--- config.mk ---
export PLATFORM = sky130hd
export DESIGN_NAME = lpf_back
export DESIGN_NICKNAME = d
export VERILOG_FILES = /design/src/sv/lpf_pkg.sv /design/src/sv/lpf_back.sv
export SDC_FILE = /design/constraint.sdc
export NUM_CORES = 1
export LEC_CHECK = 0
export ABC_CLOCK_PERIOD_IN_PS = 4200
export CORE_UTILIZATION = 35
export CTS_BUF_LIST = sky130_fd_sc_hd__clkbuf_2 sky130_fd_sc_hd__clkbuf_4 sky130_fd_sc_hd__clkbuf_8
export DETAILED_ROUTE_END_ITERATION = 12
export DONT_BUFFER_PORTS = 1
export SYNTH_ARGS = -nofsm -noshare
export SYNTH_HDL_FRONTEND = slang
export SYNTH_SLANG_ARGS = --single-unit
export TNS_END_PERCENT = 100
--- constraint.sdc ---
create_clock -name aclk -period 4.2 [get_ports aclk]
set_input_delay 0.42 -clock aclk [delete_from_list [all_inputs] [get_ports aclk]]
set_output_delay 0.42 -clock aclk [all_outputs]
set_load 0.02 [all_outputs]
--- src/sv/lpf_pkg.sv ---
// Package for the longest palindrome finder.
// Holds the default buffer size, the search sequencer states and the status
// bundle passed from the search engine back to the loader. No dependencies.
package lpf_pkg;

    // Default buffer capacity in characters
    localparam int LPF_MAX_LEN = 1024;

    // Widths of the result fields
    localparam int LPF_START_W  = 10;
    localparam int LPF_LENGTH_W = 11;

    // Search sequencer states, one-hot
    typedef enum logic [4:0] {
        ST_IDLE   = 5'b00001,
        ST_CENTER = 5'b00010,
        ST_ISSUE  = 5'b00100,
        ST_CMP    = 5'b01000,
        ST_DONE   = 5'b10000
    } lpf_state_t;

    // Status from the search engine to the loader
    typedef struct packed {
        logic busy;         // a search is walking the buffer
        logic search_done;  // one-cycle pulse: buffer no longer needed
    } lpf_status_t;

endpackage

--- src/sv/lpf_back.sv ---
// Search engine: expands around every even then every odd center, reading
// both ends from the buffer copies, and drives the result register.
// Depends on lpf_pkg.
module lpf_back import lpf_pkg::*; #(
    parameter int MAX_LEN = LPF_MAX_LEN
) (
    input  logic                       aclk,
    input  logic                       aresetn,
    input  logic                       job_empty,
    input  logic [$clog2(MAX_LEN+1):0] job_data,
    output logic                       job_pop,
    output logic [$clog2(MAX_LEN)-1:0] rd_addr_lo,
    output logic [$clog2(MAX_LEN)-1:0] rd_addr_hi,
    input  logic [7:0]                 rd_data_lo,
    input  logic [7:0]                 rd_data_hi,
    output lpf_status_t                status,
    output logic                       m_valid,
    input  logic                       m_ready,
    output logic [LPF_START_W-1:0]     m_best_start,
    output logic [LPF_LENGTH_W-1:0]    m_best_length,
    output logic                       m_overflow
);

    localparam int AW = $clog2(MAX_LEN);
    localparam int CW = $clog2(MAX_LEN + 1);

    lpf_state_t     state_reg, state_next;
    logic [CW-1:0]  n_reg, n_next;
    logic           ovf_reg, ovf_next;
    logic [CW-1:0]  c_reg, c_next;          // center index
    logic           phase_reg, phase_next;  // 0: even centers, 1: odd
    logic [CW-1:0]  st_reg, st_next;        // start of span (left end + 1)
    logic [CW-1:0]  hi_reg, hi_next;        // right end probe
    logic [AW-1:0]  best_start_reg, best_start_next;
    logic [CW-1:0]  best_len_reg, best_len_next;
    logic           m_valid_reg, m_valid_next;
    logic [LPF_START_W-1:0]  out_start_reg;
    logic [LPF_LENGTH_W-1:0] out_len_reg;
    logic           out_ovf_reg;
    logic           out_load;

    logic [CW:0]    hi_init;
    logic           can_read;
    logic [CW-1:0]  span;
    logic           better;

    // First right probe of the current center
    assign hi_init = {1'b0, c_reg} + (CW + 1)'(1) + (CW + 1)'(phase_reg);
    // Both ends inside the string
    assign can_read = (st_reg != '0) && (hi_reg < n_reg);
    assign span     = hi_reg - st_reg;
    assign better   = (span > best_len_reg);

    assign rd_addr_lo = AW'(st_reg - CW'(1));
    assign rd_addr_hi = AW'(hi_reg);

    // Search sequencer
    always_comb begin
        state_next      = state_reg;
        n_next          = n_reg;
        ovf_next        = ovf_reg;
        c_next          = c_reg;
        phase_next      = phase_reg;
        st_next         = st_reg;
        hi_next         = hi_reg;
        best_start_next = best_start_reg;
        best_len_next   = best_len_reg;
        job_pop         = 1'b0;
        out_load        = 1'b0;
        status          = '0;
        unique case (state_reg)
            ST_IDLE: begin
                if (!job_empty) begin
                    job_pop         = 1'b1;
                    n_next          = job_data[CW-1:0];
                    ovf_next        = job_data[CW];
                    c_next          = '0;
                    phase_next      = 1'b0;
                    best_start_next = '0;
                    best_len_next   = CW'(1);
                    state_next      = ST_CENTER;
                end
            end
            ST_CENTER: begin
                status.busy = 1'b1;
                if (hi_init < {1'b0, n_reg}) begin
                    st_next    = c_reg + CW'(1);
                    hi_next    = CW'(hi_init);
                    state_next = ST_ISSUE;
                end else if (!phase_reg) begin
                    phase_next = 1'b1;
                    c_next     = '0;
                end else begin
                    status.search_done = 1'b1;
                    state_next         = ST_DONE;
                end
            end
            ST_ISSUE: begin
                status.busy = 1'b1;
                if (can_read) begin
                    state_next = ST_CMP;
                end else begin
                    if (better) begin
                        best_len_next   = span;
                        best_start_next = AW'(st_reg);
                    end
                    c_next     = c_reg + CW'(1);
                    state_next = ST_CENTER;
                end
            end
            ST_CMP: begin
                status.busy = 1'b1;
                if (rd_data_lo == rd_data_hi) begin
                    st_next    = st_reg - CW'(1);
                    hi_next    = hi_reg + CW'(1);
                    state_next = ST_ISSUE;
                end else begin
                    if (better) begin
                        best_len_next   = span;
                        best_start_next = AW'(st_reg);
                    end
                    c_next     = c_reg + CW'(1);
                    state_next = ST_CENTER;
                end
            end
            ST_DONE: begin
                if (!m_valid_reg || m_ready) begin
                    out_load   = 1'b1;
                    state_next = ST_IDLE;
                end
            end
            default: begin
                state_next = ST_IDLE;
            end
        endcase
    end

    // Result handshake
    always_comb begin
        m_valid_next = m_valid_reg;
        if (m_valid_reg && m_ready) begin
            m_valid_next = 1'b0;
        end
        if (out_load) begin
            m_valid_next = 1'b1;
        end
    end

    always_ff @(posedge aclk) begin
        if (!aresetn) begin
            state_reg   <= ST_IDLE;
            m_valid_reg <= 1'b0;
        end else begin
            state_reg   <= state_next;
            m_valid_reg <= m_valid_next;
        end
    end

    // Datapath registers
    always_ff @(posedge aclk) begin
        n_reg          <= n_next;
        ovf_reg        <= ovf_next;
        c_reg          <= c_next;
        phase_reg      <= phase_next;
        st_reg         <= st_next;
        hi_reg         <= hi_next;
        best_start_reg <= best_start_next;
        best_len_reg   <= best_len_next;
        if (out_load) begin
            out_start_reg <= LPF_START_W'(best_start_reg);
            out_len_reg   <= LPF_LENGTH_W'(best_len_reg);
            out_ovf_reg   <= ovf_reg;
        end
    end

    assign m_valid       = m_valid_reg;
    assign m_best_start  = out_start_reg;
    assign m_best_length = out_len_reg;
    assign m_overflow    = out_ovf_reg;

endmodule
==> run summary <==
The run gives 0 as the initial antenna violation count. The logs give 0 for the count of pins over their slew limit and 38.4% for the share of the core filled with cells. The total count of hold-check failures in the final report came out at 0. Across all hold checks on the routed design, the worst slack comes to 0.134 ns.

By instance count, the leading cell after synthesis is edfxtp_1. Cell internal power was estimated by the tool at 0.00189 W. The share of total power dissipated in the clock network is 20.7%. For the final routed database, the setup TNS stands at 0 ns. The worst setup path is captured at a register.

The tools report the endpoint of the worst register-to-register path as best_start_reg[3]$_SDFFCE_PP0P_. For the setup clock skew after layout, the log shows 0.0169 ns. The clock edge transition at the registers on the reported setup and hold paths was 0.11 ns.

The signal on the critical path passes through inv_1 > ha_1 > inv_1 > fa_1 > a211oi_2 > o211ai_1 > a41oi_2 > xnor2_1 > ha_1 > a21oi_2 > o211ai_1 > a2bb2oi_2 > o31a_2 > buf_4 > mux2i_1 > nor2_1. In this run, synthesis inferred 89 flip-flops with an integrated enable. The fraction of post-synthesis cell area in the top cell type by area is 46.7%. The highest-utilization routing layer at the global route stage is met2. Routability-driven placement finished with a final weighted congestion of 0.925. In this run the standard cell core region covers 15,900 um2. Setup repair after global routing left no endpoint under its margin.

The number of buffers added on ports came out at 0. Leading area contributor after synthesis: edfxtp_1. Data on the critical path is required at its endpoint by 4.33 ns. After detailed routing, the average wire length per cell comes to 17.2 um.

The run gives 0 as the count of unresolved DRC violations after routing. Ranked by instance count, the synthesized netlist is headed by 89 x edfxtp_1, 66 x nor2_1, 46 x ha_1. After clock tree synthesis, the setup repair step added 0 buffers. The fraction of power consumed by sequential logic is 45.2%. The slowest stage of the critical path belongs to the cell fa_1. The clock net sink count is 95.

Counting both buffers and inverters, the worst setup path holds a total of 3. The global-route congestion overflow total is 0, and the largest net degree at the start of global routing is 33. For the pin with the worst max-slew slack, the measured transition is 1.16 ns. Among all flip-flop cells after synthesis, the most frequent one is edfxtp_1.

Once the clock tree was built, the resizer swapped 0 gates to a different size. Timing would allow up to 0.258 GHz. For this run, the total global-route usage over all layers was measured as 16.2%.

The final count of negative-setup-slack endpoints is 0, and the gate count of the mapped netlist is 523. The initial utilization of the core area, before any placement, comes to 35.9%. For the count of pins on the block boundary, the log shows 78. The clock passes through at most 2 buffers. Detailed routing inserted a total of 3,859 vias. The stage delay of the slowest cell on the critical path works out to 0.44 ns. TritonCTS built the clock tree.

Summing all multi-input logic gate instances after layout gives 2590 um2. The die covers 16,800 um2. The placed wire-length estimate is 9940 um, and the total CTS buffers is 9.

Measured in cells, the most critical reg-to-reg path has a length of 16. In the routed layout, each cell is associated on average with a via count of 5.18. The run finished with clean final reports. The run gives 3,845 as the number of global-route vias before repair. Number of buffers added to fix hold violations after cts: 0. The most critical setup path has its startpoint at hi_reg[0]$_DFFE_PP_. For the switching power summed over all nets, the log shows 0.00111 W.

For the worst setup path, the data arrival time is 4.02 ns. The kind of cell with the highest combined delay along the critical path is compound AO/OA/AOI/OAI gates. The tools report the post-synthesis instance area as 5720 um2. The critical path ends at best_start_reg[3]$_SDFFCE_PP0P_. The run gives 34.1% as the fraction of power consumed by combinational cells. In this run the clock root is driven by a clkbuf_8. The run gives 0 as the total number of yosys warnings. The setup check on the worst reg-to-reg path leaves a slack of 0.32 ns. The class of the tightest hold or removal check is input port to register. Net switching is 37.1% of the power.

The logs give 20,500 um for the wire length of the first global-routing pass and 0.39 ns for the clock latency reported for the late side of the worst-skew pair. In this run, synthesis produced a sequential element count of 95. The fraction of registers with async set or reset after synthesis is 0%, and the number of cells on the critical path is 16.

The number of core rows is 46. The tools report the post-route standard cell area excluding fillers as 6130 um2. The clock tree synthesis step divided the H-tree into 3 levels. The count of nets left with antenna violations once routing finished came out at 0. Registers take 2790 um2.

Cells with a size suffix above 1 make up 10.2% of the layout. From left edge to right edge, the die measures 130 um. For the leakage power, the log shows 2.35 nW.

Before antenna repair, the detailed router went through 4 iterations. The maximum fanout count along the critical path is 24. Global routing consumed, on the met1 layer, 19.9% of the routing resources. The tools report the number of fillers in the final layout as 1,566. The remaining max-slew budget at the tightest pin is 22.4%, and the number of diodes added for antenna fixing is 0. The maximum ir drop on the vdd rail was 0.196 mV. After detailed routing, the total wire length is 12,900 um. Number of max-capacitance violations reported: 0. In this run the power density over the cells is 489 nW/um2.

The share of the cycle needed by the critical path after routing came out at 92.4%. From synthesis to final layout, the design area changed by 7.16%. For this block, the initial DRC count from the detailed router was 260. The standard cell area after detailed placement was 5920 um2. In this run the critical register-to-register path is launched from hi_reg[0]$_DFFE_PP_.

The worst setup path is launched from a register. Yosys attributes the largest share of cell area to edfxtp_1 47%, ha_1 10%, nor2_1 4.3%, xor2_1 4.3%, xnor2_1 3.8%. The mean instance size in the synthesized netlist is 10.9 um2. The post-route minimum period was 3.88 ns; the number of library cell types mapped by synthesis was 59. Global routing consumed, on the met2 layer, 27.7% of the routing resources. When the netlist entered floorplanning its net count stood at 602.

The net count of the finished layout is 603. The critical path start-end classification was register to register. Summing the sequential cell areas from Yosys gives 48.9% of the chip area.

The die is 130 um tall. For met3 alone, demand over resource in global routing was 3.81%.
metal layers:
layer / part of all wire [%] / wire, um / up-vias
li1: - / - / 1858
met2: 48 / 6180 / 139
met3: 5.9 / 761 / 24
met4: 2.2 / 279 / 0
met1: 44 / 5630 / 1838
met5: 0 / 0 / -
worst min-delay path by stage:
stage,depth (start not counted),start,to
2_1_floorplan,0,ovf_reg$_DFFE_PP_,m_overflow$_DFFE_PP_
3_3_place_gp,0,ovf_reg$_DFFE_PP_,m_overflow$_DFFE_PP_
3_5_place_dp,0,ovf_reg$_DFFE_PP_,m_overflow$_DFFE_PP_
4_1_cts,0,job_data[11],ovf_reg$_DFFE_PP_
5_1_grt,0,job_data[11],ovf_reg$_DFFE_PP_
6_report,0,job_data[11],ovf_reg$_DFFE_PP_
logic make-up after synthesis:
kind of cell / count (synthesis) / share of synthesized area (%)
AND/OR/NAND/NOR: 159 / 13.2
flip-flops: 95 / 48.9
AO/OA/AOI/OAI: 82 / 9.72
buffers and inverters: 66 / 5.93
XOR/XNOR: 53 / 8.12
adder cells (fa/ha/maj): 47 / 10.4
multiplexers: 21 / 3.79
power groups by stage:
stage,sequential (W),clock [W],combinational (W)
final,0.00135,0.000621,0.00102
after global routing,0.00137,0.000675,0.00114
after CTS,0.00135,0.000634,0.00102
after detailed placement,0.00138,0,0.00101
after global placement,0.00137,0,0.000976
after floorplan,0.00132,0,0.000874
worst reg2reg max path: cells and delay by family (launching register included):
kind | cells | cell delay [ns]
AO/OA/AOI/OAI | 7 | 1.29
adder cells (fa/ha/maj) | 3 | 0.99
buffers and inverters | 3 | 0.52
flip-flops | 1 | 0.41
multiplexers | 1 | 0.25
XOR/XNOR | 1 | 0.11
AND/OR/NAND/NOR | 1 | 0.06
cells in the final DEF, fill, tap and decap left out, types with 15 or more instances in the layout:
| master | netlist | routed |
|---|---|---|
| xnor2_1 | 25 | 25 |
| inv_1 | 39 | 39 |
| xor2_1 | 28 | 28 |
| ha_1 | 46 | 46 |
| edfxtp_1 | 89 | 89 |
| nand2_1 | 29 | 29 |
| mux2i_1 | 16 | 16 |
| nand3_1 | 15 | 15 |
| nor2_1 | 66 | 65 |
| buf_4 | 10 | 16 |
| a21oi_1 | 30 | 30 |
final cells by class:
type | count | share of cell area, %
Inverter | 40 | 2.45
Sequential cell | 95 | 45.6
Tap cell | 216 | 4.41
Clock buffer | 9 | 2.02
Multi-Input combinational cell | 362 | 42.3
Timing Repair Buffer | 16 | 1.96
Clock inverter | 7 | 1.29
metrics by stage:
| step | power, W | setup WS (ns) | std cells |
|---|---|---|---|
| finish | 0.00300 | 0.317 | 745 |
| detailed placement | 0.00239 | 0.396 | 729 |
| CTS | 0.00301 | 0.333 | 745 |
| global placement | 0.00234 | 0.588 | 729 |
| floorplan | 0.00220 | 0.223 | 523 |
| global route | 0.00319 | 0.0657 | 745 |
No activity file was read; power rests on OpenSTA's default activity.
