<file path="src/sv/lpf_pkg.sv">
// Package for the longest palindrome finder.
// Holds the default buffer size, the search sequencer states and the status
// bundle passed from the search engine back to the loader. No dependencies.
package lpf_pkg;

    // Default buffer capacity in characters
    localparam int LPF_MAX_LEN = 1024;

    // Widths of the result fields
    localparam int LPF_START_W  = 10;
    localparam int LPF_LENGTH_W = 11;

    // Search sequencer states, one-hot
    typedef enum logic [4:0] {
        ST_IDLE   = 5'b00001,
        ST_CENTER = 5'b00010,
        ST_ISSUE  = 5'b00100,
        ST_CMP    = 5'b01000,
        ST_DONE   = 5'b10000
    } lpf_state_t;

    // Status from the search engine to the loader
    typedef struct packed {
        logic busy;         // a search is walking the buffer
        logic search_done;  // one-cycle pulse: buffer no longer needed
    } lpf_status_t;

endpackage

</file>
<file path="src/sv/lpf_front.sv">
// Loader: accepts characters, writes them to the buffer, counts them and
// queues a search job on the last one. Depends on lpf_pkg.
module lpf_front import lpf_pkg::*; #(
    parameter int MAX_LEN = LPF_MAX_LEN
) (
    input  logic                       aclk,
    input  logic                       aresetn,
    input  logic                       s_valid,
    output logic                       s_ready,
    input  logic [7:0]                 s_char_in,
    input  logic                       s_last_char,
    output logic                       wr_en,
    output logic [$clog2(MAX_LEN)-1:0] wr_addr,
    output logic [7:0]                 wr_data,
    output logic                       job_push,
    output logic [$clog2(MAX_LEN+1):0] job_data,
    input  logic                       job_full,
    input  lpf_status_t                status
);

    localparam int AW = $clog2(MAX_LEN);
    localparam int CW = $clog2(MAX_LEN + 1);

    logic [CW-1:0] count_reg, count_next;
    logic          ovf_reg, ovf_next;
    logic          hold_reg, hold_next;
    logic          accept;
    logic          room;

    assign s_ready = !hold_reg && !job_full;
    assign accept  = s_valid && s_ready;
    assign room    = (count_reg < CW'(MAX_LEN));

    // Buffer write
    assign wr_en   = accept && room;
    assign wr_addr = AW'(count_reg);
    assign wr_data = s_char_in;

    // Count, overflow and hold-off until the search is done with the buffer
    always_comb begin
        count_next = count_reg;
        ovf_next   = ovf_reg;
        hold_next  = hold_reg;
        job_push   = 1'b0;
        if (status.search_done) begin
            hold_next = 1'b0;
        end
        if (accept) begin
            if (room) begin
                count_next = count_reg + CW'(1);
            end else begin
                ovf_next = 1'b1;
            end
            if (s_last_char) begin
                job_push  = 1'b1;
                hold_next = 1'b1;
            end
        end
        job_data = {ovf_next, count_next};
        if (accept && s_last_char) begin
            count_next = '0;
            ovf_next   = 1'b0;
        end
    end

    always_ff @(posedge aclk) begin
        if (!aresetn) begin
            count_reg <= '0;
            ovf_reg   <= 1'b0;
            hold_reg  <= 1'b0;
        end else begin
            count_reg <= count_next;
            ovf_reg   <= ovf_next;
            hold_reg  <= hold_next;
        end
    end

endmodule

</file>
<file path="config.mk">
export PLATFORM = sky130hd
export DESIGN_NAME = lpf_front
export DESIGN_NICKNAME = d
export VERILOG_FILES = /design/src/sv/lpf_pkg.sv /design/src/sv/lpf_front.sv
export SDC_FILE = /design/constraint.sdc
export NUM_CORES = 1
export LEC_CHECK = 0
export BUFFER_PORTS_ARGS = -buffer_cell sky130_fd_sc_hd__buf_2
export CORE_UTILIZATION = 43
export CTS_CLUSTER_DIAMETER = 80
export DETAILED_ROUTE_END_ITERATION = 10
export PLACE_DENSITY = 0.75
export SETUP_SLACK_MARGIN = 0.2
export SLEW_MARGIN = 20
export SYNTH_ARGS = -nofsm -noshare
export SYNTH_HDL_FRONTEND = slang
export SYNTH_SLANG_ARGS = --single-unit
</file>
<file path="constraint.sdc">
create_clock -name aclk -period 2.31 [get_ports aclk]
set_clock_uncertainty 0.2 [all_clocks]
set_input_delay 0.1155 -clock aclk [delete_from_list [all_inputs] [get_ports aclk]]
set_output_delay 0.1155 -clock aclk [all_outputs]
set_load 0.01 [all_outputs]
</file>
==> results.toml, run 1 <==
[critical_path]
timing.rr.start = "hold_reg"
cp-end-kind = "output port"
critPathBufInv = 3
critPathMostFrequentCell = "sky130_fd_sc_hd__buf_6"
cp_slowest_stage_delay_ps = 540
cpLargestDelayFamily = "simple AND/OR/NAND/NOR gates"
worst_r2r_dst = "count_reg[7]"
timing.reg2reg.setup_slack_ps = 320
setup.worst_path.start_class = "flip-flop"
slowest_library_cell_on_the_worst_path = "sky130_fd_sc_hd__or4b_4"
cp_max_fo = 7
cell_chain_of_the_critical_path = "or4b_4 -> buf_6 -> buf_6 -> or3_4 -> nand2_1 -> buf_2"
worst-r2r-cell-count = 6
timing.critical_path.arrival_ps = 1960
worstPathRequired_ps = 1990
crit_type = "flip-flop to output port"

[synthesis]
synth.most_common_cell = "sky130_fd_sc_hd__buf_4"
synth_fp_nets = 114
synth_enable_flop_cells = 0
synth.yosys.seq_area_share_pct = 29.97
postSynthRegisterBits = 13
synth_ff_type = "sky130_fd_sc_hd__dfxtp_1"
synth_cell_types = 31
post-synth-top-area-fraction_pct = 29.97
synthesis.yosys.warnings = 0
synthArstFlopShare_pct = 0
synth_area_leader_cell = "sky130_fd_sc_hd__dfxtp_1"
post_synth_most_frequent_cells = "sky130_fd_sc_hd__buf_4, sky130_fd_sc_hd__dfxtp_1, sky130_fd_sc_hd__nand3_1"
syn_area_per_cell_um2 = 8.861
post_synth_instance_area_um2 = 868.3
netlist_instances = 98
synth.area.top_cells = "sky130_fd_sc_hd__dfxtp_1, sky130_fd_sc_hd__buf_4, sky130_fd_sc_hd__mux2i_1, sky130_fd_sc_hd__nand3b_1, sky130_fd_sc_hd__nand3_1"

[power]
power.share.switching_pct = 26.70
sequential_group_share_of_total_power_pct = 52.4
cellLeakagePower_nw = 0.5787
power-per-cell-area_nw_per_um2 = 405.1
p_int_uw = 322.5
p_comb_share_pct = 13.3
net-switching-power_uw = 117.5
p_clk_share_pct = 34.3
worst_ir_drop_vdd_v = 0.0003820

[floorplan]
std_cell_rows = 15
initial_core_util_pct = 48.19
core-area_um2 = 1802
boundaryPins = 48
die_height_um = 46.94
die-width_um = 46.94
design.die.area_um2 = 2203

[placement]
place.gp.congestion = 0.7657
placement.cell_area_um2 = 903.4
placed_cells = 133
numPortBuffers = 30
place_hpwl_um = 1235

[timing]
setup_violations = 0
fin_crit_sh_pct = 98.41
timing.max_slew.rel_slack_pct = 72.61
unrepaired_setup_endpoints_after_global_routing = "yes"
slew_violations = 0
worstMarginPinSlew_ps = 410.9
max_freq_ghz = 0.4399
post-route-min-period_ps = 2273
final.setup.tns_ps = 0
hold_violations = 0

[cts]
worst_skew_pair.late_latency_ps = 290
htreeDepth = 1
worst_setup_hold_path_clk_slew_ps = 90
clock_tree.buffer_depth = 2
tritoncts_clock_tree = "yes"
numCtsBuffers = 3
cts.root.buffer_cell = "sky130_fd_sc_hd__clkbuf_4"
clkSinkCount = 13

[route]
drt-pass1-iter-count = 4
drt_iter0_drc = 23
drt-total-wl_um = 1873
vias = 794
drc = 0
routed_wire_length_per_instance_um = 12.57
post_detailed_route_via_to_cell_ratio = 5.329
final_antenna_net_count = 0

[run]
max_cap_viol_count = 0

[grt]
track_usage_pct = 18.15
grt.overflow.total = 0
grt_pass1_vias = 663
pin_count_of_the_biggest_net_entering_global_routing = 14
antenna_violations_before_repair = 0
grt_pass1_wl_um = 2739

[hold_path]
worstHoldPathCells = 0
min_delay_worst_type = "input pin to output port"
min_to = "wr_data[2]"
timing.hold.worst.start = "s_char_in[2]"

[final_layout]
num_antenna_cells = 0
final_layout_size_suffix_gt1_share_pct = 47.58
fin_area_um2 = 1086
largest_register_ff_count = 11
flow.area_growth_from_synthesis_pct = 25.07
num-nets-final = 141
fin_cells = 149

[status]
outcome = "finished, final reports clean"
## cells by family (layout without fill, tap and decap cells)
family                     Yosys count  in the layout  synth area share, %
DFF                                 13             13                29.97
xor gates and xnor gates             6              6                6.052
buffers and inverters               25             51                19.45
AOI/OAI and AO/OA                    9              9                6.916
adders and majority gates            1              1                1.441
and+or+nand+nor                     38             38                29.11
muxes                                6              6                7.061
## layer usage
layer  track usage [%]  routed length (µm)  up-vias
met5                 0                   0        -
met4             12.57                  41        0
met3             3.077                 117        7
met2             30.00                 925       31
met1             21.31                 788      373
li1                  -                   -      383
## stage by stage
step | utilization (%) | total power, mW | hold slack, ps | setup WS, ps
finish | 60.28 | 0.4400 | 31.00 | 36.64
CTS | 59.24 | 0.4327 | 31.07 | 53.89
global route | 60.28 | 0.4521 | 31.02 | -9.197
detailed placement | 50.14 | 0.2796 | 31.07 | 207.9
global placement | 50.14 | 0.2783 | 31.07 | 238.5
floorplan | - | 0.2803 | 73.92 | 251.6
## cells in the final DEF, fill, tap and decap left out, types with 3 or more instances in the layout
cell | netlist | layout
sky130_fd_sc_hd__a21oi_1 | 3 | 3
sky130_fd_sc_hd__mux2i_1 | 5 | 5
sky130_fd_sc_hd__buf_2 | 0 | 30
sky130_fd_sc_hd__nand3_1 | 7 | 7
sky130_fd_sc_hd__xnor2_1 | 4 | 3
sky130_fd_sc_hd__dfxtp_2 | 0 | 3
sky130_fd_sc_hd__inv_1 | 4 | 3
sky130_fd_sc_hd__nand4_1 | 4 | 4
sky130_fd_sc_hd__nand2_1 | 6 | 6
sky130_fd_sc_hd__nor2b_1 | 4 | 4
sky130_fd_sc_hd__clkbuf_4 | 0 | 3
sky130_fd_sc_hd__nand3b_1 | 5 | 5
sky130_fd_sc_hd__buf_4 | 18 | 9
sky130_fd_sc_hd__dfxtp_1 | 13 | 10
## area by class of cell
type	count	area, µm²
inverter	4	15.01
timing repair buffer	43	260.3
clock buffer	4	26.28
fill	164	715.7
multi-input combinational	60	489.2
tap	25	31.28
sequential	13	264.0
## worst max-delay path by stage
stage,from,endpoint,slack [ps],cells past startpoint
floorplan,count_reg[10],job_data[8],250,4
global placement,hold_reg,job_data[5],240,5
detailed placement,hold_reg,job_data[5],210,5
CTS,hold_reg,job_data[8],50,4
global route,hold_reg,job_data[7],-9,5
finish,hold_reg,job_data[2],40,6
## power by group through the flow
stage	Clock, mW	Sequential, mW	Combinational [mW]
after floorplan	0	0.234	0.0459
after global placement	0	0.235	0.0434
after detailed placement	0	0.235	0.0444
after CTS	0.147	0.230	0.0557
after global routing	0.158	0.231	0.0634
final	0.151	0.230	0.0585
## repair_timing
action	CTS	global route
hold buffers	2	0
resized for setup	12	3
setup endpoints to repair	9	10
buffers inserted	9	1
endpoints found under the hold margin	2	0
pin swaps	9	3
(Power assumes the default switching activity.)
==> inputs of run 2 (changes only) <==
--- a/config.mk
+++ b/config.mk
@@ -9,7 +9,7 @@
 export CORE_UTILIZATION = 43
 export CTS_CLUSTER_DIAMETER = 80
 export DETAILED_ROUTE_END_ITERATION = 10
-export PLACE_DENSITY = 0.75
+export PLACE_DENSITY_LB_ADDON = 0.25
 export SETUP_SLACK_MARGIN = 0.2
 export SLEW_MARGIN = 20
 export SYNTH_ARGS = -nofsm -noshare
==> run 2 against run 1 <==
  * Hold slack barely moved
  * Sequential share of layout area fell by 0.74 points
  * Combinational power rose by 5.8%
  * First-iteration DRC count fell by 8.7%
  * Critical path depth did not move
  * Highest routed layer unchanged
  * Register-to-register slack barely moved
  * Clock power fell by 5%
  * Largest power group unchanged
  * Largest cell class unchanged
==> results.toml, run 2 (synthesis gave the netlist of run 1 again) <==
[route]
drt_iter0_drc = 21
final_antenna_net_count = 0
drt-met1-wl_um = 796
wl_met2_um = 888
drt-total-wl_um = 1836
highest_metal_layer_with_signal_wires = "met4"
post_detailed_route_via_to_cell_ratio = 5.074
vias = 751
drt-pass1-iter-count = 4
drc = 0
met3_wirelength_um = 121
routed_wire_length_per_instance_um = 12.41

[critical_path]
cpLargestDelayFamily = "simple AND/OR/NAND/NOR gates"
cp_slowest_stage_delay_ps = 560
cell_chain_of_the_critical_path = "or4b_4 -> buf_8 -> buf_6 -> or3_4 -> nand2_2 -> buf_6"
worstPathRequired_ps = 1990
slowest_library_cell_on_the_worst_path = "sky130_fd_sc_hd__or4b_4"
worst-r2r-cell-count = 7
critPathBufInv = 3
timing.critical_path.arrival_ps = 1950
cp-end-kind = "output port"
crit_type = "flip-flop to output port"
cp_max_fo = 7
setup.worst_path.start_class = "flip-flop"
critPathMostFrequentCell = "sky130_fd_sc_hd__buf_6"
critical_path_cell_count = 6

[timing]
post-route-min-period_ps = 2268
slew_violations = 0
setup_violations = 0
hold_violations = 0
worstMarginPinSlew_ps = 404.4
final.setup.tns_ps = 0
holdWs_ps = 31.00
fin_crit_sh_pct = 98.17
unrepaired_setup_endpoints_after_global_routing = "yes"
timing.max_slew.rel_slack_pct = 73.04
max_freq_ghz = 0.4410

[final_layout]
mostFrequentLayoutCells = "sky130_fd_sc_hd__buf_2, sky130_fd_sc_hd__dfxtp_1, sky130_fd_sc_hd__buf_4"
num_antenna_cells = 0
fin_area_um2 = 1115
final_layout_size_suffix_gt1_share_pct = 47.15
largest_register_ff_count = 11
final_common_cell = "sky130_fd_sc_hd__buf_2"
flow.area_growth_from_synthesis_pct = 28.39
fin_cells = 148
num-nets-final = 140
postLayoutCoreUtil_pct = 61.88

[placement]
place_hpwl_um = 1233
place.gp.congestion = 0.7248
numPortBuffers = 30
placement.cell_area_um2 = 903.4
placed_cells = 133

[floorplan]
boundaryPins = 48
design.die.area_um2 = 2203
initial_core_util_pct = 48.19
die-width_um = 46.94
std_cell_rows = 15
die_height_um = 46.94
core-area_um2 = 1802

[cts]
tritoncts_clock_tree = "yes"
clock_tree.buffer_depth = 2
htreeDepth = 1
clkSinkCount = 13
cts.root.buffer_cell = "sky130_fd_sc_hd__clkbuf_4"
numCtsBuffers = 3
worst_skew_pair.late_latency_ps = 280
worst_setup_hold_path_clk_slew_ps = 70

[grt]
grt_pass1_vias = 640
grt_pass1_wl_um = 2642
grt.overflow.total = 0
pin_count_of_the_biggest_net_entering_global_routing = 14
track_usage_pct = 17.47
antenna_violations_before_repair = 0

[power]
worst_ir_drop_vdd_v = 0.0003609
power-per-cell-area_nw_per_um2 = 390.4
cellLeakagePower_nw = 0.5772

[run]
max_cap_viol_count = 0

[status]
outcome = "finished, final reports clean"

[hold_path]
min_delay_worst_type = "input pin to output port"
worstHoldPathCells = 0
-- run 2: cell count changes in the layout (fill, tap and decap cells not counted), sizes merged --
cell,previous run,this run
buf,41,40
-- run 2: area by class of cell --
cell class,count,area [µm²]
multi-input cells,60,501.7
well taps,25,31.28
clock buffers,4,26.28
inverters,4,17.52
flip-flops and latches,13,262.8
fillers,176,686.9
repair buffers,42,275.3
-- run 2: worst reg2reg max path, cell delays in order (launching register included) --
cell and delay (ps):
sky130_fd_sc_hd__dfxtp_2 320, sky130_fd_sc_hd__or4b_4 560, sky130_fd_sc_hd__buf_8 160, sky130_fd_sc_hd__inv_4 70, sky130_fd_sc_hd__nand4_1 170, sky130_fd_sc_hd__buf_4 190, sky130_fd_sc_hd__buf_4 120, sky130_fd_sc_hd__mux2i_1 100
-- run 2: metal layers --
metal,vias to the layer above,GRT usage (%)
met5,-,0
met4,0,6.286
met3,5,7.692
met2,29,28.89
met1,336,20.00
li1,381,-
-- run 2: path summary, 6_finish.rpt --
kind	startpoint	end	slack (ps)
setup / recovery	hold_reg	job_data[2]	40
hold / removal	s_char_in[1]	wr_data[1]	30
setup reg to reg	hold_reg	count_reg[4]	320
hold reg to reg	count_reg[8]	count_reg[8]	350
-- run 2: power by group --
part,total [mW],leakage (nW),switching (mW),internal (mW)
clock network,0.143,0.0150,0.0758,0.0673
logic,0.0619,0.456,0.0308,0.0311
registers,0.230,0.106,0.00370,0.227
-- run 2: metrics by stage --
stage	power [mW]	setup WS, ps
after floorplan	0.2803	251.6
after global placement	0.2786	224.6
after detailed placement	0.2798	222.7
after CTS	0.4322	51.76
after global routing	0.4591	-18.53
final	0.4352	42.21
-- run 2: what timing repair did --
action	4_1_cts	5_1_grt
pin swaps	7	6
endpoints found under the hold margin	4	0
gates resized for setup	10	12
setup endpoints to repair	9	10
buffers inserted	8	1
hold buffers	2	0
