## src/sv/lpf_job_queue.sv

```systemverilog
// Two-entry queue of search jobs (character count and overflow flag)
// between the loader and the search engine. No dependencies.
module lpf_job_queue #(
    parameter int WIDTH = 12
) (
    input  logic             aclk,
    input  logic             aresetn,
    input  logic             push,
    input  logic [WIDTH-1:0] din,
    output logic             full,
    input  logic             pop,
    output logic [WIDTH-1:0] dout,
    output logic             empty
);

    logic [WIDTH-1:0] slot_reg [2];
    logic             wptr_reg, wptr_next;
    logic             rptr_reg, rptr_next;
    logic [1:0]       fill_reg, fill_next;

    // Pointer and fill bookkeeping
    always_comb begin
        wptr_next = wptr_reg;
        rptr_next = rptr_reg;
        fill_next = fill_reg;
        if (push && !full) begin
            wptr_next = ~wptr_reg;
        end
        if (pop && !empty) begin
            rptr_next = ~rptr_reg;
        end
        if ((push && !full) && !(pop && !empty)) begin
            fill_next = fill_reg + 2'd1;
        end else if (!(push && !full) && (pop && !empty)) begin
            fill_next = fill_reg - 2'd1;
        end
    end

    always_ff @(posedge aclk) begin
        if (!aresetn) begin
            wptr_reg <= 1'b0;
            rptr_reg <= 1'b0;
            fill_reg <= 2'd0;
        end else begin
            wptr_reg <= wptr_next;
            rptr_reg <= rptr_next;
            fill_reg <= fill_next;
        end
    end

    // Storage
    always_ff @(posedge aclk) begin
        if (push && !full) begin
            slot_reg[wptr_reg] <= din;
        end
    end

    assign full  = (fill_reg == 2'd2);
    assign empty = (fill_reg == 2'd0);
    assign dout  = slot_reg[rptr_reg];

endmodule

```

## config.mk

```make
export PLATFORM = sky130hd
export DESIGN_NAME = lpf_job_queue
export DESIGN_NICKNAME = d
export VERILOG_FILES = /design/src/sv/lpf_job_queue.sv
export SDC_FILE = /design/constraint.sdc
export NUM_CORES = 1
export LEC_CHECK = 0
export CAP_MARGIN = 20
export CORE_MARGIN = 2
export CORE_UTILIZATION = 55
export CTS_BUF_LIST = sky130_fd_sc_hd__clkbuf_4 sky130_fd_sc_hd__clkbuf_8 sky130_fd_sc_hd__clkbuf_16
export DETAILED_ROUTE_END_ITERATION = 8
export DONT_BUFFER_PORTS = 1
export GPL_TIMING_DRIVEN = 0
export MAX_ROUTING_LAYER = met4
export PLACE_DENSITY = 0.67
export SKIP_CTS_REPAIR_TIMING = 1
export SYNTH_ARGS = -nofsm -noshare
export SYNTH_HDL_FRONTEND = slang
export SYNTH_SLANG_ARGS = --single-unit
```

## constraint.sdc

```tcl
create_clock -name aclk -period 4.8 [get_ports aclk]
set_clock_uncertainty 0.1 [all_clocks]
set_input_delay 0.24 -clock aclk [delete_from_list [all_inputs] [get_ports aclk]]
set_output_delay 0.24 -clock aclk [all_outputs]
set_load 0.02 [all_outputs]
```

==> flow_summary.json, run 1 <==
{
  "status": "finished clean",
  "syn_area_per_cell_sq_um": 17.7,
  "total_power_w": 0.000683,
  "cts_tree": "done",
  "synthesis.area_sq_um": 1090,
  "die_w_um": 48.6,
  "finalNetCount": 99,
  "hold_class": "input pin to flip-flop",
  "maxSlewHeadroom_pct": 33.0,
  "io_buffer_count": 0,
  "fmax_ghz": 0.518,
  "antenna_found_initial": 0,
  "route.vias.total": 562,
  "fin_area_sq_um": 1310,
  "drv_slew": 0,
  "grt_util_all_layers_pct": 17.0,
  "post_dp_cell_area_sq_um": 1130,
  "drtIter0Drc": 4,
  "synthTopCellsByCount": "edfxtp_1 (24), mux2_2 (12), dfxtp_1 (5)",
  "grt_pass1_wl_um": 2660,
  "clk_path_buf_depth": 2,
  "critPathMaxStageDelay_ps": 760,
  "arrival_ps": 1770,
  "route.met2.wl_um": 969,
  "ys.flop_type": "edfxtp_1",
  "final.setup.tns_ps": 0,
  "largest_register_ffs": 24,
  "viasPerCell": 5.11,
  "synthDistinctLibCells": 20,
  "synth.most_common_cell": "edfxtp_1",
  "htree_levels": 2,
  "post-place-ws_ps": 2850,
  "synth_top_area_share_pct": 65.8,
  "setup_viol": 0,
  "ant_nets": 0,
  "peakVddDrop_v": 0.000328,
  "synth.area.top_cells": "edfxtp_1 (66%), mux2_2 (12%), dfxtp_1 (9.1%)",
  "clockRootBuffer": "clkbuf_4",
  "cts_sinks": 29,
  "period_needed_ps": 1930,
  "synth_edf_count": 24,
  "clock_latency_ps": 320,
  "cts_buffers": 5,
  "rsz0062_at_grt": "false",
  "drcViolationCount": 0,
  "syn_inst": 62,
  "endpoint_kind": "flip-flop",
  "crit_chain": "nand2b_1 > inv_2 > nor3_2",
  "yosysSeqAreaShare_pct": 75.0,
  "wl_met1_um": 622,
  "n_antenna_cell": 0,
  "met3_length_um": 129,
  "power.density_nw_per_um2": 520,
  "hold_viol": 0,
  "start_util_pct": 57.0,
  "io_pins": 30,
  "tightestPinTransition_ps": 1000,
  "place_congestion": 0.578,
  "path_clk_slew_ps": 90,
  "wl_um": 1760,
  "worst_slack_ps": 2870,
  "cp.required_ps": 4640,
  "p_leak_nw": 0.465,
  "start_kind": "flip-flop",
  "nFillCells": 159,
  "wl_per_cell_um": 16.0,
  "crit_slowest_cell": "nor3_2",
  "synth_fp_nets": 79,
  "core_area_sq_um": 1920,
  "area_growth_pct": 20.0,
  "yosys_warnings": 0,
  "finalCritPeriodShare_pct": 40.3,
  "grt_pass1_vias": 580,
  "dr.pass1.iters": 4,
  "final_layout_size_suffix_gt1_share_pct": 27.7,
  "synth_top_area_cell": "edfxtp_1",
  "worstPathMaxFanout": 13,
  "grt_max_degree": 14,
  "dieArea_sq_um": 2360,
  "die_h_um": 48.6,
  "maxCapViolations": 0,
  "grt_overflow": 0,
  "place_hpwl_um": 1100,
  "synthArstFlopShare_pct": 0,
  "critical_path_class": "flip-flop to flip-flop",
  "rows": 16,
  "routed.top_layer": "met4",
  "ys_ff_latch": 29
}
[worst max-delay path, delay by kind of cell (launching register included)]
family,cells,cell delay [ps]
flops,1,420
simple gates,2,930
buf+inv,1,90
[report_power, final]
group          internal, W  switching (W)  total (W)
sequential        0.000320      0.0000201   0.000340
combinational    0.0000782       0.000126   0.000204
clock            0.0000612      0.0000775   0.000139
total             0.000459       0.000223   0.000683
[placed cells by master (no fill, tap or decap), types with 2 or more instances in the layout]
cell,netlist,routed
mux2_2,12,12
xnor2_1,2,2
edfxtp_1,24,24
dfxtp_1,5,5
nor2_1,2,2
dlygate4sd3_1,0,13
and2_1,3,3
clkbuf_4,0,6
clkinv_2,0,2
[metal layers]
| layer | track usage (%) | vias up |
|---|---|---|
| met4 | 8.57 | 0 |
| met1 | 14.8 | 270 |
| li1 | - | 267 |
| met5 | - | - |
| met3 | 12.0 | 6 |
| met2 | 26.9 | 19 |
[per-stage QoR]
step	hold WS [ps]	cells	util, %
final	75.2	110	68.4
after detailed placement	239	89	58.7
after global routing	49.0	110	68.4
after CTS	-106	97	61.6
after global placement	239	89	58.7
after floorplan	239	62	-
[area by class of cell]
| cell class | instances | area, sq um | area share [%] |
|---|---|---|---|
| flip-flops and latches | 29 | 821 | 62.5 |
| multi-input cells | 30 | 262 | 19.9 |
| repair buffers | 13 | 130 | 9.90 |
| clock buffers | 6 | 45.0 | 3.43 |
| well taps | 27 | 33.8 | 2.57 |
| clock inverters | 2 | 10.0 | 0.762 |
| inverters | 2 | 7.51 | 0.571 |
| plain buffers | 1 | 5.00 | 0.381 |
[kinds of logic (layout without fill, tap and decap cells)]
kind of cell    after synthesis  in the layout  share of synthesized area (%)
fa+ha+maj                     1              1                           1.14
flops                        29             29                           75.0
buf+inv                       3             24                           1.14
mux                          12             12                           12.3
simple gates                  9              9                           5.03
compound gates                5              5                           2.97
xor+xnor                      3              3                           2.40
[final timing paths]
path / end / from / slack, ps / cells past startpoint
setup / recovery: slot_reg[0][4] / fill_reg[0] / 2870 / 3
hold / removal: wptr_reg / push / 80 / 2
setup reg to reg: slot_reg[0][4] / fill_reg[0] / 2870 / 3
hold reg to reg: fill_reg[1] / fill_reg[1] / 440 / 2
(Power assumes the default switching activity.)
==> run 2, diff against run 1 <==
Settings changed: ABC_AREA set to 1.
Clock period 4.8 ns to 1.95 ns, I/O delays scaled along.
==> run 2 against run 1 <==
  * The flow now finishes with violations (hold timing)
  * Cell count rose by 13%
  * Die area rose by 1.7%
  * Global-route usage fell by 1.1 points
  * Critical path depth rose by 2
  * Cell area rose by 2.6%
==> flow_summary.json, run 2 <==
{
  "place_hpwl_um": 1050,
  "synthTopCellsByCount": "edfxtp_1 (24), mux2_2 (12), nor2_1 (10)",
  "place_congestion": 0.714,
  "p_switching_w": 0.000553,
  "combPwrFrac_pct": 29.6,
  "start_kind": "flip-flop",
  "synth.most_common_cell": "edfxtp_1",
  "final_util_pct": 69.4,
  "wl_per_cell_um": 13.6,
  "grt_pass1_vias": 608,
  "synthDistinctLibCells": 15,
  "hold_viol": 1,
  "seqPwrFrac_pct": 50.4,
  "synthArstFlopShare_pct": 0,
  "dr.pass1.iters": 3,
  "worst_hold_slack_ps": -22.4,
  "drv_slew": 0,
  "wl_um": 1690,
  "dieArea_sq_um": 2400,
  "route.vias.total": 624,
  "hold_depth": 4,
  "finalNetCount": 114,
  "synth_top_area_share_pct": 64.6,
  "clk_path_buf_depth": 2,
  "cts_tree": "done",
  "synth.area.top_cells": "edfxtp_1 (65%), mux2_2 (12%), dfxtp_1 (9.0%)",
  "final_cell_mix": "edfxtp_1 (24), dlygate4sd3_1 (15), mux2_2 (12)",
  "critical_path_class": "flip-flop to flip-flop",
  "peakVddDrop_v": 0.000915,
  "ant_nets": 0,
  "ys.flop_type": "edfxtp_1",
  "syn_inst": 75,
  "maxSlewHeadroom_pct": 34.2,
  "worstPathMaxFanout": 5,
  "endpoint_kind": "flip-flop",
  "drcViolationCount": 0,
  "cts_buffers": 5,
  "cts_sinks": 29,
  "met2_usage_pct": 24.4,
  "die_w_um": 49.0,
  "hold_class": "input pin to flip-flop",
  "final_common_cell": "edfxtp_1",
  "grt_pass1_wl_um": 2550,
  "fmax_ghz": 0.551,
  "core_area_sq_um": 1940,
  "syn_area_per_cell_sq_um": 14.9,
  "path_clk_slew_ps": 90,
  "pwr-share-clk_pct": 20.0,
  "power.density_nw_per_um2": 1230,
  "n_antenna_cell": 0,
  "synthesis.area_sq_um": 1110,
  "clock_latency_ps": 320,
  "p_leak_nw": 0.498,
  "final_layout_size_suffix_gt1_share_pct": 22.7,
  "antenna_found_initial": 0,
  "largest_register_ffs": 24,
  "area_growth_pct": 20.9,
  "use_met3_pct": 8.28,
  "die_h_um": 49.0,
  "drtIter0Drc": 23,
  "yosysSeqAreaShare_pct": 73.6,
  "grt_max_degree": 13,
  "grt_util_all_layers_pct": 15.9,
  "tightestPinTransition_ps": 983,
  "cp.required_ps": 2060,
  "reg2regPathDepth": 5,
  "clockRootBuffer": "clkbuf_4",
  "setup_viol": 0,
  "yosys_warnings": 0,
  "maxCapViolations": 0,
  "rows": 16,
  "synth_fp_nets": 92,
  "status": "finished with violations",
  "htree_levels": 2,
  "p_int_w": 0.00111,
  "use_met1_pct": 14.6,
  "synth_top_area_cell": "edfxtp_1",
  "period_needed_ps": 1810,
  "start_util_pct": 57.4,
  "arrival_ps": 1930,
  "p_sw_share_pct": 33.3,
  "io_pins": 30,
  "violations": "hold timing",
  "ys_ff_latch": 29,
  "synth_edf_count": 24,
  "io_buffer_count": 0,
  "finalCritPeriodShare_pct": 93.1,
  "viasPerCell": 5.03,
  "busiest_layer": "met2",
  "grt_overflow": 0
}
-- run 2: final timing paths --
| path | start | slack (ps) | endpoint |
|---|---|---|---|
| worst max-delay path | fill_reg[0] | 140 | rptr_reg |
| worst min-delay path | pop | -20 | flip-flop |
| worst max register to register | fill_reg[0] | 140 | rptr_reg |
| worst min register to register | wptr_reg | 420 | wptr_reg |
-- run 2: kinds of logic after synthesis --
group	after synthesis	share of synthesized area, %
AND/OR/NAND/NOR	19	6.96
flip-flops	29	73.6
adder cells (fa/ha/maj)	1	1.12
buffers and inverters	10	4.04
AO/OA/AOI/OAI	4	2.13
multiplexers	12	12.1
-- run 2: critical path, stage by stage (launching register included) --
cell,delay [ps]
dfxtp_1,370
nor2_1,380
nor2_2,90
nor2_1,130
nor2_1,60
dlygate4sd3_1,560
-- run 2: per-layer routing --
metal / vias up / part of all wire (%) / wire [um]
met5: - / 0 / 0
met4: 0 / 3.5 / 60
met3: 7 / 4.7 / 80
met2: 20 / 52 / 881
met1: 294 / 40 / 668
li1: 303 / - / -
-- run 2: area by class of cell --
class / instances / area (sq um)
plain buffers: 1 / 11.3
clock buffers: 6 / 45.0
clock inverters: 1 / 3.75
fillers: 154 / 594
inverters: 9 / 33.8
multi-input cells: 36 / 249
flip-flops and latches: 29 / 821
well taps: 27 / 33.8
repair buffers: 15 / 150
-- run 2: power by group through the flow --
| stage | Sequential [W] | Combinational (W) | Clock (W) |
|---|---|---|---|
| floorplan | 0.000838 | 0.000405 | 0 |
| global placement | 0.000846 | 0.000452 | 0 |
| detailed placement | 0.000851 | 0.000460 | 0 |
| CTS | 0.000836 | 0.000461 | 0.000342 |
| global route | 0.000850 | 0.000544 | 0.000366 |
| finish | 0.000836 | 0.000491 | 0.000331 |
-- run 2: metrics by stage --
stage	setup slack (ps)	std cells	area (sq um)	total power (W)	TNS, ps
2_1_floorplan	427	75	1110	0.00124	0
3_3_place_gp	135	102	1150	0.00130	0
3_5_place_dp	130	102	1150	0.00131	0
4_1_cts	112	109	1200	0.00164	0
5_1_grt	-7.55	124	1350	0.00176	-65.9
6_report	135	124	1350	0.00166	0
==> run 3, diff against run 2 <==
==> constraint.sdc (replaced) <==
create_clock -name aclk -period 1.95 [get_ports aclk]
set_clock_uncertainty 0.1 [all_clocks]
set_input_delay 0 -clock aclk [delete_from_list [all_inputs] [get_ports aclk]]
set_output_delay 0 -clock aclk [all_outputs]
set_load 0.02 [all_outputs]
==> run 3 against run 2 <==
  * Wire length rose by 1.2%
  * Critical endpoint unchanged
  * Hold slack improved by 250 ps
  * Critical path depth rose by 1
  * Via count rose by 2.4%
  * The run now ends clean
  * First-iteration DRC count did not move
  * Cell area rose by 0.74%
  * Global-route usage did not move
  * Clock power barely moved
==> flow_summary.json, run 3 (synthesis results as in run 2) <==
{
  "area_growth_pct": 21.8,
  "reg2regPathDepth": 6,
  "cts_sinks": 29,
  "grt_max_degree": 13,
  "reg2reg_slack_ps": 160,
  "wl_um": 1710,
  "crit_chain": "nor2_1 > nor2_2 > nand2_1 > nand2_1 > dlygate4sd3_1 > nor2_1",
  "drtIter0Drc": 23,
  "cts_tree": "done",
  "maxCapViolations": 0,
  "die_h_um": 49.0,
  "drcViolationCount": 0,
  "fin_area_sq_um": 1360,
  "drv_slew": 0,
  "finalNetCount": 115,
  "endpoint_kind": "flip-flop",
  "rows": 16,
  "route.met2.wl_um": 918,
  "hold_viol": 0,
  "post_dp_cell_area_sq_um": 1150,
  "worst-path-buf-inv": 1,
  "pwr-share-clk_pct": 20.0,
  "start_util_pct": 57.4,
  "cp.required_ps": 2110,
  "worst_r2r_endpoint": "rptr_reg",
  "dr.pass1.iters": 4,
  "p_leak_nw": 0.501,
  "hold_start": "din[4]",
  "largest_register_ffs": 24,
  "htree_levels": 2,
  "antenna_found_initial": 0,
  "start_kind": "flip-flop",
  "combPwrFrac_pct": 29.5,
  "p_int_w": 0.00110,
  "hold_class": "input pin to flip-flop",
  "clk_path_buf_depth": 2,
  "wl_per_cell_um": 13.7,
  "grt_pass1_wl_um": 2550,
  "r2r_start": "fill_reg[0]",
  "grt_util_all_layers_pct": 15.9,
  "wl_met1_um": 646,
  "grt_overflow": 0,
  "period_needed_ps": 1790,
  "peakVddDrop_v": 0.000908,
  "critical-path-top-delay-family": "simple AND/OR/NAND/NOR gates",
  "place_hpwl_um": 1050,
  "status": "finished clean",
  "min_to": "slot_reg[0][4]",
  "n_antenna_cell": 0,
  "fmax_ghz": 0.559,
  "cts_buffers": 5,
  "worstPathMaxFanout": 5,
  "p_sw_share_pct": 33.4,
  "final_layout_size_suffix_gt1_share_pct": 22.4,
  "critPathMaxStageDelay_ps": 570,
  "critical_path_class": "flip-flop to flip-flop",
  "p_switching_w": 0.000552,
  "maxSlewHeadroom_pct": 34.6,
  "post-place-ws_ps": 130,
  "final_common_cell": "edfxtp_1",
  "io_pins": 30,
  "clock_latency_ps": 320,
  "clockRootBuffer": "clkbuf_4",
  "finalCritPeriodShare_pct": 91.7,
  "arrival_ps": 1950,
  "route.vias.total": 639,
  "grt_pass1_vias": 608,
  "io_buffer_count": 0,
  "met3_length_um": 86,
  "viasPerCell": 5.11,
  "power.density_nw_per_um2": 1220,
  "tightestPinTransition_ps": 977,
  "final_cell_mix": "edfxtp_1 (24), dlygate4sd3_1 (16), mux2_2 (12)",
  "worst_slack_ps": 163,
  "core_area_sq_um": 1940,
  "routed.top_layer": "met4",
  "seqPwrFrac_pct": 50.5,
  "setup_viol": 0,
  "path_clk_slew_ps": 90,
  "hold_depth": 1,
  "place_congestion": 0.714,
  "dieArea_sq_um": 2400,
  "ant_nets": 0,
  "nFillCells": 154,
  "die_w_um": 49.0,
  "crit_slowest_cell": "dlygate4sd3_1"
}
==> run 3: cell count changes in the layout (fill, tap and decap cells not counted) <==
cell,before,now
dlygate4sd3_1,15,16
==> run 3: layout make-up <==
class | instances | area, sq um | area share (%)
flip-flops and latches | 29 | 821 | 60.5
multi-input cells | 36 | 249 | 18.3
repair buffers | 16 | 160 | 11.8
clock buffers | 6 | 45.0 | 3.32
inverters | 9 | 33.8 | 2.49
well taps | 27 | 33.8 | 2.49
plain buffers | 1 | 11.3 | 0.829
clock inverters | 1 | 3.75 | 0.276
==> run 3: worst max-delay path by stage <==
stage	startpoint	endpoint	cells past startpoint	slack [ps]
floorplan	fill_reg[0]	fill_reg[1]	9	430
detailed placement	fill_reg[0]	slot_reg[0][10]	2	130
CTS	fill_reg[0]	slot_reg[0][3]	2	110
global placement	fill_reg[0]	slot_reg[1][4]	2	130
global route	fill_reg[0]	slot_reg[0][4]	2	-8
finish	fill_reg[0]	rptr_reg	6	160
==> run 3: worst reg2reg max path, cell delays in order, from the launching register on <==
cell and delay, ps:
dfxtp_1 370, nor2_1 380, nor2_2 90, nand2_1 80, nand2_1 40, dlygate4sd3_1 570
nor2_1 100
==> run 3: layer usage <==
metal  vias up  track usage, %
li1        305               -
met1       305            14.6
met2        22            24.4
met3         7            8.28
met4         0            12.9
met5         -               -
==> run 3: per-stage QoR <==
step / hold slack [ps] / cells / util, % / TNS [ps] / total power, W
finish: 232 / 125 / 69.9 / 0 / 0.00165
global route: 223 / 125 / 69.9 / -65.9 / 0.00176
CTS: -345 / 109 / 61.7 / 0 / 0.00164
detailed placement: -1.06 / 102 / 59.1 / 0 / 0.00131
global placement: -1.05 / 102 / 59.1 / 0 / 0.00130
floorplan: -1.13 / 75 / - / 0 / 0.00124
==> run 3: power groups by stage <==
stage	logic, W	clock network, W	registers, W
6_report	0.000489	0.000330	0.000836
4_1_cts	0.000461	0.000342	0.000836
2_1_floorplan	0.000405	0	0.000838
3_3_place_gp	0.000452	0	0.000846
5_1_grt	0.000542	0.000366	0.000850
3_5_place_dp	0.000460	0	0.000851
